`src/life_grid_generation_engine_unit_macros.svh`:
```
// assertion macros for the life grid generation engine
// used by the top level only; needs no package
`ifndef LIFE_GRID_GENERATION_ENGINE_UNIT_MACROS_SVH
`define LIFE_GRID_GENERATION_ENGINE_UNIT_MACROS_SVH

// same-cycle implication, disabled while in reset
`define LGGE_ASSERT_NOW(label, clk, rst_n, ante, cons) \
    label: assert property (@(posedge clk) disable iff (!rst_n) (ante) |-> (cons)) \
        else $error("lgge check failed");

// next-cycle implication, disabled while in reset
`define LGGE_ASSERT_NEXT(label, clk, rst_n, ante, cons) \
    label: assert property (@(posedge clk) disable iff (!rst_n) (ante) |=> (cons)) \
        else $error("lgge check failed");

`endif

```
`src/lgge_row_mem.sv`:
```
// grid storage: one word per row, one write port, one read port
// read data is registered; no dependencies
`default_nettype none

module lgge_row_mem #(
    parameter int ROWS = 64,
    parameter int COLS = 64
) (
    input  wire logic                    clk,
    input  wire logic                    rd_en,
    input  wire logic [$clog2(ROWS)-1:0] rd_addr,
    output logic      [COLS-1:0]         rd_data,
    input  wire logic                    wr_en,
    input  wire logic [$clog2(ROWS)-1:0] wr_addr,
    input  wire logic [COLS-1:0]         wr_data
);

    logic [COLS-1:0] row_mem [ROWS];

    // write port
    always_ff @(posedge clk)
    begin
        if (wr_en)
        begin
            row_mem[wr_addr] <= wr_data;
        end
    end

    // registered read port
    always_ff @(posedge clk)
    begin
        if (rd_en)
        begin
            rd_data <= row_mem[rd_addr];
        end
    end

endmodule

`default_nettype wire

```
`config.mk`:
```
export PLATFORM = sky130hd
export DESIGN_NAME = lgge_row_mem
export DESIGN_NICKNAME = d
export VERILOG_FILES = /design/src/life_grid_generation_engine_unit_macros.svh /design/src/lgge_row_mem.sv
export SDC_FILE = /design/constraint.sdc
export NUM_CORES = 2
export LEC_CHECK = 0
export BUFFER_PORTS_ARGS = -buffer_cell sky130_fd_sc_hd__buf_4
export CORE_AREA = 2 2 727 729
export DETAILED_ROUTE_END_ITERATION = 10
export DIE_AREA = 0 0 729 731
export PLACE_DENSITY = 0.4
export SYNTH_ARGS = -nofsm -noshare
export SYNTH_HDL_FRONTEND = slang
export SYNTH_SLANG_ARGS = --single-unit
```
`constraint.sdc`:
```
create_clock -name clk -period 17.65 [get_ports clk]
set_input_delay 3.53 -clock clk [delete_from_list [all_inputs] [get_ports clk]]
set_output_delay 3.53 -clock clk [all_outputs]
set_load 0.05 [all_outputs]
```
# After elaboration in Yosys (flattened, before gate mapping)
# Memory sizes are Yosys's and may differ from the RTL's. A register that Yosys moved wholly into a read port is not among the register bits.
# Cells that the tools add are included.
dict set report word_totals {
  wordCells 3
  romBits 0
  memories 1
  ff_bits 0
  latchBits 0
  mem_bits_rw 4096
}
dict set report classes {
  muxes 2
  n_addsub 0
  order_cmp 0
  multipliers 0
  shift 0
  n_div 0
  bitwise_logic 0
  n_eq_ne 0
  reduce_logical 0
}
# name words width rd rd_clocked_by_memory_dff wr line
set memory_table {}
lappend memory_table {row_mem 64 64 1 1 1 lgge_row_mem.sv:18} ;# logic [COLS-1:0] row_mem [ROWS];
# cell n
set op_table {}
lappend op_table {{two-way mux 1 bit} 2}

# Longest topological paths before layout
dict set report logic_depth {
  ltp_word 2
  depth_mapped 9
}

# Worst setup path after synthesis
# OpenSTA, ideal clock, no wires.
dict set report synth_path {
  path_type {input -> register}
  from {in wr_addr[3]}
  to {mem row_mem[48][0] (enable)}
  path_buffers 1
  stages 4
  slack_ns 8.684
  t_required_ns 17.086
  arrival_ns 8.402
  path_cell_list {clkbuf_1 nor2b_1 nand4b_1 nor3_1}
}
# item line
set synth_rtl {}
lappend synth_rtl {{from (decl)} lgge_row_mem.sv:14} ;# input wire logic [$clog2(ROWS)-1:0] wr_addr,
lappend synth_rtl {{to (decl)} lgge_row_mem.sv:18}
# Straight into the memory's write port.

==> impl_results.md <==
* Largest net degree at the start of global routing at a little over 100
* Hold Violations, Final at 0
* Tcrit/Tclk final at 0.411
* Peak VDD IR at 0.0867 mV
* Hold EP: rd_data[62]$_DFFE_PP_
* Skew-Pair Late Insertion Delay at a little over 1 ns
* LEAKAGE at 55.6 nW
* Max_slew headroom at 0.170
* HP Start: row_mem[36][62]$_DFFE_PP_
* First-pass GRT wire length at between 700000 and 800000 um
* Die X at 729 um
* Worst reg2reg path depth at 4
* Most frequent cells in the layout: 4160 x edfxtp_1, 1024 x mux4_2, 462 x clkbuf_16
* Biggest area consumer among synthesized cells: edfxtp_1
* CTS Root Cell: clkbuf_16
* Num CTS Buffers at ~460
* Placed Area at 0.168 mm^2
* Initial antenna violation count at 45
* H-tree levels at 5
* Postcts setup bufs at 0
* Status: finished, final reports clean
* Vias/cell at ~5.2
* Area grow syn2layout at 15.8%
* Remaining DRCs at 0
* CP Cell Sequence: buf_8 -> buf_4 -> buf_4 -> buf_4 -> buf_4 -> mux4_2 -> mux2i_1 -> o22ai_1 -> a41oi_1 -> a211oi_1
* Final setup skew at 0.0792 ns
* Worst setup margin at 10.40 ns
* Setup crit end kind: register
* Largest stage delay, worst path at roughly 0.71 ns
* Worst slew pin tran at about 1.2 ns
* Startpoint Class: input port
* # hold bufs at CTS at 0
* Chip height at 731 um
* CTS tree: done
* Clock period minus worst slack at 7.25 ns
* Synth top area share at 0.796
* Clock Path Buffers at 4
* Critical path's top delay family: buffers and inverters
* Total clock sinks at roughly 4200
* Post-Synthesis Cells at 6598
* Synth warnings at 0
* Seq/Total Area, Yosys at 0.796
* Max FO, Critical Path at between 40 and 50
* Place WS at 9.26 ns
* Post-synth ARST share at 0
* Critical Path RT at 18.39 ns
* Crit path kind: in -> reg
* # resized after CTS at 0
* Max stage delay cell, worst path: buf_4
* 1st-iter DRT viols at approximately 7600
* RSZ-0062 raised after global routing: false
* Max-slew violations at 0
* EDFF count, synth at about 4200
* Fin nets at 7147
* RR Endpoint: rd_data[20]$_DFFE_PP_
* GRT overflow at 0
* Clock slew at reported path FFs at around 0.060 ns
* Initial core utilization at 0.298
* Ranking of synthesized cells by area: edfxtp_1 80%, mux4_2 15%, mux2i_1 0.86%
* Mean Syn Cell Area at between 20 and 25 um^2
* Max Clock Freq at approximately 140 MHz
* Wirelength per Cell at 37.1 um
* Top_reg_cell synth: edfxtp_1
* Vias in the first global route at approximately 80000
* R2R Path Start: row_mem[38][20]$_DFFE_PP_
* All-Layer GR Usage at 0.197
* Hold depth at 4
* CORE AREA at around 0.53 mm^2
* Syn Nets at between 6000 and 7000
* Max-cap violations at 0
* Ports at about 140
* Antenna Violating Nets Remaining at 0
* Layout cells sized above 1 at 0.284
* RePlAce Congestion at ~0.73
* PwrDens at between 100 and 150 mW/mm^2
* Dpl hpwl at ~290000 um
* Synth cell types at 32
* Arr. time, crit path at 7.99 ns
* Post-route cell area at around 0.18 mm^2
* Via count at 75600
* I/O Buffers at roughly 140
* Most common cell after layout, fill and taps aside: edfxtp_1
* DRT Pass-1 Iters at 5
* Worst R2R Setup Slack at about 15 ns
* Die area at around 0.53 mm^2
* CP most frequent cell: buf_4
* FP Rows at about 270
* Final WL at 536000 um
* Critical path buffer and inverter count at 5
* Worst Hold Class: reg -> reg
* Synth Cell Area at ~0.16 mm^2
* Final setup viols at 0
* Fin Setup TNS at 0 ns
* Post-synthesis register bit count at between 4000 and 5000
Yosys cell counts, types with 2 or more instances:
cell type  count
nand2_1       58
or3_1         29
a41oi_1       26
and3_1        64
mux4_2      1024
a211oi_1      63
a31oi_1       18
buf_6          6
inv_1         19
and2_1         3
nand3_1       45
or2_2         28
buf_1         20
nand3b_1       2
nand2b_1      11
nor3_1         2
o221ai_1      38
edfxtp_1    4160
a2bb2oi_1     19
clkbuf_1     140
buf_2        170
o22ai_1       83
a22o_1        88
nand4_1        2
a22oi_1      168
nor2b_1       28
mux2i_1      135
buf_4         34
nor2_1       112
registers in the layout (all words and copies together) (netlist names):
register and flops:
row_mem 4096, rd_data 64
how the worst max path moves through the flow:
stage                from                       end  cells after the start
4_1_cts        rd_addr[0]     rd_data[41]$_DFFE_PP_                      9
3_3_place_gp   rd_addr[0]     rd_data[41]$_DFFE_PP_                      9
2_1_floorplan  wr_addr[3]  row_mem[48][0]$_DFFE_PP_                      4
3_5_place_dp   rd_addr[0]     rd_data[41]$_DFFE_PP_                      9
6_report       rd_addr[2]     rd_data[36]$_DFFE_PP_                     10
5_1_grt        rd_addr[0]     rd_data[23]$_DFFE_PP_                      9
worst min-delay path: cells and delay by family (launching register included):
family          cells  cell delay, ns
flops               1            0.32
simple gates        2            0.25
compound gates      1            0.07
mux                 1            0.22
where the power goes:
group	total, mW	internal, mW	leakage, nW	switching [mW]
combinational	1.01	0.344	11.2	0.670
clock	9.10	5.14	6.88	3.96
sequential	11.0	11.0	37.5	0.0450
total	21.1	16.4	55.6	4.67
cells by family (layout without fill, tap and decap cells):
logic type / Yosys count / in the layout / share of synthesized area
buf+inv: 389 / 1235 / 0.0118
simple gates: 386 / 386 / 0.0123
mux: 1159 / 1159 / 0.156
compound gates: 504 / 504 / 0.0247
flops: 4160 / 4160 / 0.796
other cells: 0 / 16 / 0
layer usage:
| layer | vias to the layer above | track usage | part of all wire |
|---|---|---|---|
| met3 | 613 | 0.0249 | 0.048 |
| met5 | - | 0 | 0.000073 |
| met2 | 2223 | 0.333 | 0.49 |
| li1 | 29600 | - | - |
| met1 | 43200 | 0.274 | 0.44 |
| met4 | 6 | 0.0434 | 0.023 |
area by class of cell:
| class | instances | area [um^2] |
|---|---|---|
| Sequential cell | 4160 | 125000 |
| Inverter | 19 | 71.3 |
| Clock inverter | 263 | 2070 |
| Antenna cell | 16 | 40.0 |
| Clock buffer | 572 | 12000 |
| Multi-Input combinational cell | 2049 | 30800 |
| Tap cell | 6994 | 8750 |
| Fill cell | 48800 | 344000 |
| Timing Repair Buffer | 381 | 3100 |
per-stage QoR:
stage,util,hold WS [ns],cells,total power [mW]
6_report,0.345,0.922,14500,21.1
4_1_cts,0.345,0.922,14400,21.4
3_5_place_dp,0.319,0.913,13600,12.3
2_1_floorplan,-,0.865,6598,11.8
3_3_place_gp,0.319,0.913,13600,12.2
5_1_grt,0.345,0.957,14400,21.8
Power figures use the tool's default switching activity.
