`src/life_grid_generation_engine_unit_macros.svh`:
```
// assertion macros for the life grid generation engine
// used by the top level only; needs no package
`ifndef LIFE_GRID_GENERATION_ENGINE_UNIT_MACROS_SVH
`define LIFE_GRID_GENERATION_ENGINE_UNIT_MACROS_SVH

// same-cycle implication, disabled while in reset
`define LGGE_ASSERT_NOW(label, clk, rst_n, ante, cons) \
    label: assert property (@(posedge clk) disable iff (!rst_n) (ante) |-> (cons)) \
        else $error("lgge check failed");

// next-cycle implication, disabled while in reset
`define LGGE_ASSERT_NEXT(label, clk, rst_n, ante, cons) \
    label: assert property (@(posedge clk) disable iff (!rst_n) (ante) |=> (cons)) \
        else $error("lgge check failed");

`endif

```
`src/lgge_pkg.sv`:
```
// shared types and constants of the life grid generation engine
// no dependencies
`default_nettype none

package lgge_pkg;

    // field widths of a request
    localparam int unsigned OP_W       = 2;
    localparam int unsigned CELL_IDX_W = 6;

    // neighbour counts of the b3/s23 rule
    localparam int unsigned BIRTH_COUNT   = 3;
    localparam int unsigned SURVIVE_COUNT = 2;

    typedef enum logic [OP_W-1:0] {
        OP_CLEAR   = 2'd0,
        OP_WRITE   = 2'd1,
        OP_READ    = 2'd2,
        OP_ADVANCE = 2'd3
    } op_t;

endpackage

`default_nettype wire

```
`src/lgge_rule.sv`:
```
// next-generation logic for one row word under the b3/s23 rule
// cells beyond the row ends count as dead; depends on lgge_pkg
`default_nettype none

module lgge_rule #(
    parameter int COLS = 64
) (
    input  wire logic [COLS-1:0] above,
    input  wire logic [COLS-1:0] cur,
    input  wire logic [COLS-1:0] below,
    output logic      [COLS-1:0] next_row
);

    // zero guard bit on each side of the three rows
    logic [COLS+1:0] above_pad;
    logic [COLS+1:0] cur_pad;
    logic [COLS+1:0] below_pad;

    assign above_pad = {1'b0, above, 1'b0};
    assign cur_pad   = {1'b0, cur,   1'b0};
    assign below_pad = {1'b0, below, 1'b0};

    for (genvar c = 0; c < COLS; c++)
    begin : g_col
        logic [3:0] nbr_cnt;

        // eight neighbours of column c
        assign nbr_cnt = 4'(above_pad[c]) + 4'(above_pad[c+1]) + 4'(above_pad[c+2])
                       + 4'(cur_pad[c])                         + 4'(cur_pad[c+2])
                       + 4'(below_pad[c]) + 4'(below_pad[c+1]) + 4'(below_pad[c+2]);

        // birth on three, survival on two or three
        assign next_row[c] = (nbr_cnt == 4'(lgge_pkg::BIRTH_COUNT))
                           || ((nbr_cnt == 4'(lgge_pkg::SURVIVE_COUNT)) && cur[c]);
    end

endmodule

`default_nettype wire

```
`config.mk`:
```
export PLATFORM = sky130hd
export DESIGN_NAME = lgge_rule
export DESIGN_NICKNAME = d
export VERILOG_FILES = /design/src/life_grid_generation_engine_unit_macros.svh /design/src/lgge_pkg.sv /design/src/lgge_rule.sv
export SDC_FILE = /design/constraint.sdc
export NUM_CORES = 1
export LEC_CHECK = 0
export BUFFER_PORTS_ARGS = -buffer_cell sky130_fd_sc_hd__buf_4
export CORE_AREA = 2 2 215 132
export DETAILED_ROUTE_END_ITERATION = 12
export DIE_AREA = 0 0 217 134
export PLACE_DENSITY = 0.71
export SETUP_SLACK_MARGIN = 0.3
export SLEW_MARGIN = 20
export SYNTH_ARGS = -nofsm -noshare
export SYNTH_HDL_FRONTEND = slang
export SYNTH_SLANG_ARGS = --single-unit
```
`constraint.sdc`:
```
create_clock -name vclk -period 3.55
set_input_delay 0.1775 -clock vclk [all_inputs]
set_output_delay 0.1775 -clock vclk [all_outputs]
set_load 0.01 [all_outputs]
```
Word-level counts from Yosys, hierarchy flattened
Index checks and enable logic that the tools add are counted.
{"block": "word_totals", "ff_bits": 0, "inputBits": 192, "wordCells": 697}
{"block": "op_classes", "add_sub_neg": 441, "eq_ne": 128, "reduce_logical": 128}
{"operator": "adder 4 x 1 -> 4 bit", "n": 252}
{"operator": "== test 4 x 2 -> 1 bit, second input constant", "n": 128}
{"operator": "adder 3 x 1 -> 4 bit", "n": 63}
{"operator": "adder 2 x 1 -> 3 bit", "n": 63}
{"operator": "adder 1 x 1 -> 2 bit", "n": 63}
{"operator": "logical AND 1 bit", "n": 64}
{"operator": "logical OR 1 bit", "n": 64}

Logic depth before layout (Yosys ltp)
{"block": "logic_depth", "ltp_word": 10, "mapped_depth": 9, "mapped_depth_nobuf": 9}

Worst setup path before layout
Ideal clock, no wire load.
{"block": "synth_path", "path_type": "input port to output port", "start": "in above[30]", "end": "out next_row[31]", "t_arrival_ps": 2724, "slack_ps": 648, "stages": 9, "path_cell_list": "inv_1 > fa_1 > fa_1 > fa_1 > inv_1 > ha_1 > fa_1 > or2_0 > a21oi_1"}
{"block": "synth_between", "elab_chain_len": 10, "elab_cells_between_ends": 11, "classes_between": "7 x add/sub; 2 x eq/ne; 2 x reduce/logical"}
{"element": "from (decl)", "line_no": "lgge_rule.sv:8", "text": "input wire logic [COLS-1:0] above,"}
{"element": "adder 1 x 1 -> 2 bit *", "line_no": "lgge_rule.sv:28", "text": "assign nbr_cnt = 4'(above_pad[c]) + 4'(above_pad[c+1]) + 4'(above_pad[c+2])"}
{"element": "adder 2 x 1 -> 3 bit *", "line_no": "lgge_rule.sv:28"}
{"element": "adder 3 x 1 -> 4 bit *", "line_no": "lgge_rule.sv:29", "text": "+ 4'(cur_pad[c]) + 4'(cur_pad[c+2])"}
{"element": "adder 4 x 1 -> 4 bit *", "line_no": "lgge_rule.sv:29"}
{"element": "adder 4 x 1 -> 4 bit * (3 in series)", "line_no": "lgge_rule.sv:30", "text": "+ 4'(below_pad[c]) + 4'(below_pad[c+1]) + 4'(below_pad[c+2]);"}
{"element": "== test 4 x 2 -> 1 bit", "line_no": "lgge_rule.sv:34", "text": "|| ((nbr_cnt == 4'(lgge_pkg::SURVIVE_COUNT)) && cur[c]);"}
{"element": "logical AND 1 bit", "line_no": "lgge_rule.sv:34"}
{"element": "logical OR 1 bit *", "line_no": "lgge_rule.sv:34"}
{"element": "to (decl)", "line_no": "lgge_rule.sv:11", "text": "output logic [COLS-1:0] next_row"}
Every way passes the cells marked *; elsewhere a longest branch is shown, timed or not.

Worst setup path in the final report
{"block": "layout_path", "start": "in cur[49]", "end": "out next_row[50]"}
{"block": "layout_between", "elab_chain_len": 8, "elab_cells_between_ends": 9, "classes_between": "5 x add/sub; 2 x eq/ne; 2 x reduce/logical"}
{"element": "from (decl)", "line_no": "lgge_rule.sv:9", "text": "input wire logic [COLS-1:0] cur,"}
{"element": "adder 3 x 1 -> 4 bit *", "line_no": "lgge_rule.sv:29"}
{"element": "adder 4 x 1 -> 4 bit *", "line_no": "lgge_rule.sv:29"}
{"element": "adder 4 x 1 -> 4 bit * (3 in series)", "line_no": "lgge_rule.sv:30"}
{"element": "== test 4 x 2 -> 1 bit", "line_no": "lgge_rule.sv:34"}
{"element": "logical AND 1 bit", "line_no": "lgge_rule.sv:34"}
{"element": "logical OR 1 bit *", "line_no": "lgge_rule.sv:34"}
Marks and branches as above.

==> metrics.txt <==
# TYPE chip_impl_metric gauge
chip_impl_info{name="run_status",value="complete, no violations"} 1
chip_impl_metric{name="synth_fp_nets",unit=""} 1829
chip_impl_metric{name="power_per_standard_cell_area",unit="mW/mm²"} 298.7
chip_impl_metric{name="detailedRoute.firstIterationViolations",unit=""} 221
chip_impl_metric{name="number_of_remaining_drc_errors",unit=""} 0
chip_impl_metric{name="tns",unit="ns"} 0
chip_impl_metric{name="post_synthesis_average_cell_area",unit="µm²"} 8.948
chip_impl_metric{name="track_usage",unit="%"} 16.12
chip_impl_metric{name="antenna_violations_before_repair",unit=""} 1
chip_impl_metric{name="postRouteAntennaNets",unit=""} 0
chip_impl_metric{name="die_w",unit="µm"} 217
chip_impl_metric{name="design.portCount",unit=""} 256
chip_impl_metric{name="post_synth_inst_count",unit=""} 1197
chip_impl_metric{name="syn-cell-area",unit="mm²"} 0.01071
chip_impl_metric{name="finalSetupViolCount",unit=""} 0
chip_impl_metric{name="timing.final.ws_setup",unit="ns"} 0.3636
chip_impl_metric{name="worst_tran_pin_value",unit="ns"} 0.2358
chip_impl_metric{name="dp_hpwl",unit="µm"} 21970
chip_impl_info{name="grt_setup_unrepaired",value="true"} 1
chip_impl_metric{name="finalNonFillerCells",unit=""} 1823
chip_impl_metric{name="drt_first_pass_iters",unit=""} 4
chip_impl_info{name="cell_type_with_the_largest_total_area_after_synthesis",value="fa_1"} 1
chip_impl_metric{name="netlist.area_leader.share",unit="%"} 47.10
chip_impl_info{name="min_path_type",value="in -> out"} 1
chip_impl_metric{name="layout.area.seq",unit="µm²"} 0
chip_impl_metric{name="vdd_drop_max",unit="V"} 0.0001369
chip_impl_info{name="start_kind",value="input pin"} 1
chip_impl_metric{name="dp_slack",unit="ns"} 0.2759
chip_impl_metric{name="finalWeightedCongestion",unit=""} 0.8640
chip_impl_info{name="critical_path.cell_chain",value="buf_4 > inv_1 > fa_1 > fa_1 > fa_1 > inv_1 > ha_1 > fa_1 > or2_0 > a21oi_2 > buf_4"} 1
chip_impl_metric{name="wire_per_inst",unit="µm"} 12.60
chip_impl_metric{name="design.core.area",unit="mm²"} 0.02717
chip_impl_metric{name="fillCellCount",unit=""} 2620
chip_impl_metric{name="routed_wl",unit="µm"} 22970
chip_impl_metric{name="die_h",unit="µm"} 134
chip_impl_metric{name="timing.final.hold_violations",unit=""} 0
chip_impl_info{name="criticalPathCategory",value="in -> out"} 1
chip_impl_metric{name="data_required_time_at_the_worst_endpoint",unit="ns"} 3.37
chip_impl_metric{name="number_of_core_rows",unit=""} 47
chip_impl_metric{name="max-slew-margin-rel",unit="%"} 84.11
chip_impl_metric{name="flow.area_growth_from_synthesis",unit="%"} 24.92
chip_impl_metric{name="placed_cells_incl_taps",unit=""} 1820
chip_impl_info{name="cp-end-kind",value="output pin"} 1
chip_impl_metric{name="final.clkbuf_count",unit=""} 0
chip_impl_metric{name="routed_via_density",unit=""} 4.500
chip_impl_metric{name="layout_worst_path_cycle_share",unit="%"} 89.76
chip_impl_metric{name="hold_buffers",unit=""} 0
chip_impl_metric{name="critical_path.max_stage_delay",unit="ns"} 0.50
chip_impl_metric{name="cp_max_fanout",unit=""} 2
chip_impl_metric{name="synth-seq-area-share",unit="%"} 0
chip_impl_metric{name="drive_gt1_share",unit="%"} 27.42
chip_impl_metric{name="layout.sequential_cells",unit=""} 0
chip_impl_metric{name="grt_pass1_vias",unit=""} 8829
chip_impl_metric{name="die_area",unit="mm²"} 0.02908
chip_impl_info{name="cpMaxStageDelayCell",value="fa_1"} 1
chip_impl_metric{name="initial_core_util",unit="%"} 39.42
chip_impl_metric{name="overflow",unit=""} 0
chip_impl_metric{name="num_vias",unit=""} 8204
chip_impl_metric{name="finish.instance_area",unit="mm²"} 0.01338
chip_impl_metric{name="final_period_minus_worst_setup_slack",unit="ns"} 3.186
chip_impl_metric{name="first_pass_grt_wire_length",unit="µm"} 39750
chip_impl_metric{name="yosysWarnings",unit=""} 0
chip_impl_metric{name="place.port_buffers",unit=""} 256
chip_impl_metric{name="worst-endpoint-arrival",unit="ns"} 3.01
chip_impl_metric{name="largest_net_degree_at_the_start_of_global_routing",unit=""} 4
chip_impl_metric{name="static-leakage-power",unit="nW"} 7.315
chip_impl_metric{name="yosysUniqueCellTypes",unit=""} 14
chip_impl_info{name="post_synth_main_area_contributors",value="fa_1, ha_1, inv_1"} 1
chip_impl_metric{name="clock.fmax",unit="MHz"} 313.8
chip_impl_metric{name="slew_viol_final",unit=""} 0
chip_impl_metric{name="layout.nets",unit=""} 2089
chip_impl_info{name="most_frequent_cp_cell",value="fa_1"} 1
chip_impl_metric{name="maxcap_viol_count",unit=""} 0
chip_impl_metric{name="postPlaceCellArea",unit="mm²"} 0.01309
## final timing paths
path,from,end,slack [ns],depth (start not counted)
hold / removal,cur[34],next_row[34],0.72,4
setup / recovery,cur[49],next_row[50],0.36,11
## where the power goes
group	internal, mW	total, mW	leakage, nW	switching, mW
Clock	0.0000000378	0.0000000378	0.00000634	0
Sequential	0	0	0	0
Combinational	1.89	4.00	7.31	2.11
## per-stage QoR
| stage | hold slack [ns] | power (mW) | utilization (%) |
|---|---|---|---|
| 2_1_floorplan | 0.4964 | 2.479 | - |
| 3_3_place_gp | 0.7424 | 3.605 | 48.19 |
| 3_5_place_dp | 0.7452 | 3.791 | 48.19 |
| 4_1_cts | 0.7532 | 3.829 | 48.21 |
| 5_1_grt | 0.7425 | 4.656 | 49.24 |
| 6_report | 0.7197 | 3.997 | 49.24 |
## critical path: cells and delay by family
kind	cells	cell delay [ns]
fa+ha+maj	5	2.02
buf+inv	4	0.40
simple gates	1	0.23
compound gates	1	0.17
## cell usage after synthesis
master,instances
inv_1,442
nor2_1,4
a31oi_1,1
nor3_1,1
a21oi_1,122
nand2_1,1
fa_1,252
nor2b_1,1
nand3_1,61
ha_1,188
or2_0,18
nor3b_1,2
or2_1,43
o21ai_0,61
## cell type report
class | instances | area (µm²) | area share [%]
Inverter | 442 | 1674 | 12.51
Timing Repair Buffer | 258 | 1952 | 14.59
Tap cell | 367 | 459.2 | 3.432
Multi-Input combinational cell | 755 | 9291 | 69.45
Antenna cell | 1 | 2.502 | 0.01870
## placed cells by master, fill, tap and decap left out, types with 2 or more instances in the layout
cell type,count
a21oi_1,94
a21oi_2,28
buf_4,255
buf_6,2
fa_1,230
fa_2,22
ha_1,174
ha_2,11
ha_4,3
inv_1,369
inv_2,68
inv_4,4
nand3_1,61
nor2_1,4
nor3b_1,2
o21ai_0,49
o21ai_1,8
o21ai_2,4
or2_0,14
or2_1,47
## per-layer routing
metal	global-route usage (%)	part of all wire, %	wire length, µm
met5	0	0	0
met4	1.104	0.79	181
met3	0.5442	3.5	810
met2	26.89	46	10600
met1	24.47	50	11380
## cell families after synthesis
family | share of synthesized area, %
AO/OA/AOI/OAI | 8.610
adder cells (fa/ha/maj) | 69.07
buffers and inverters | 15.49
AND/OR/NAND/NOR | 6.834
## timing repair
action,in CTS,in global routing
setup endpoints to repair,2,49
setup buffers,0,2
gates cloned,0,0
pin swaps,0,70
resized for setup,2,168
Power figures use the tool's default switching activity.
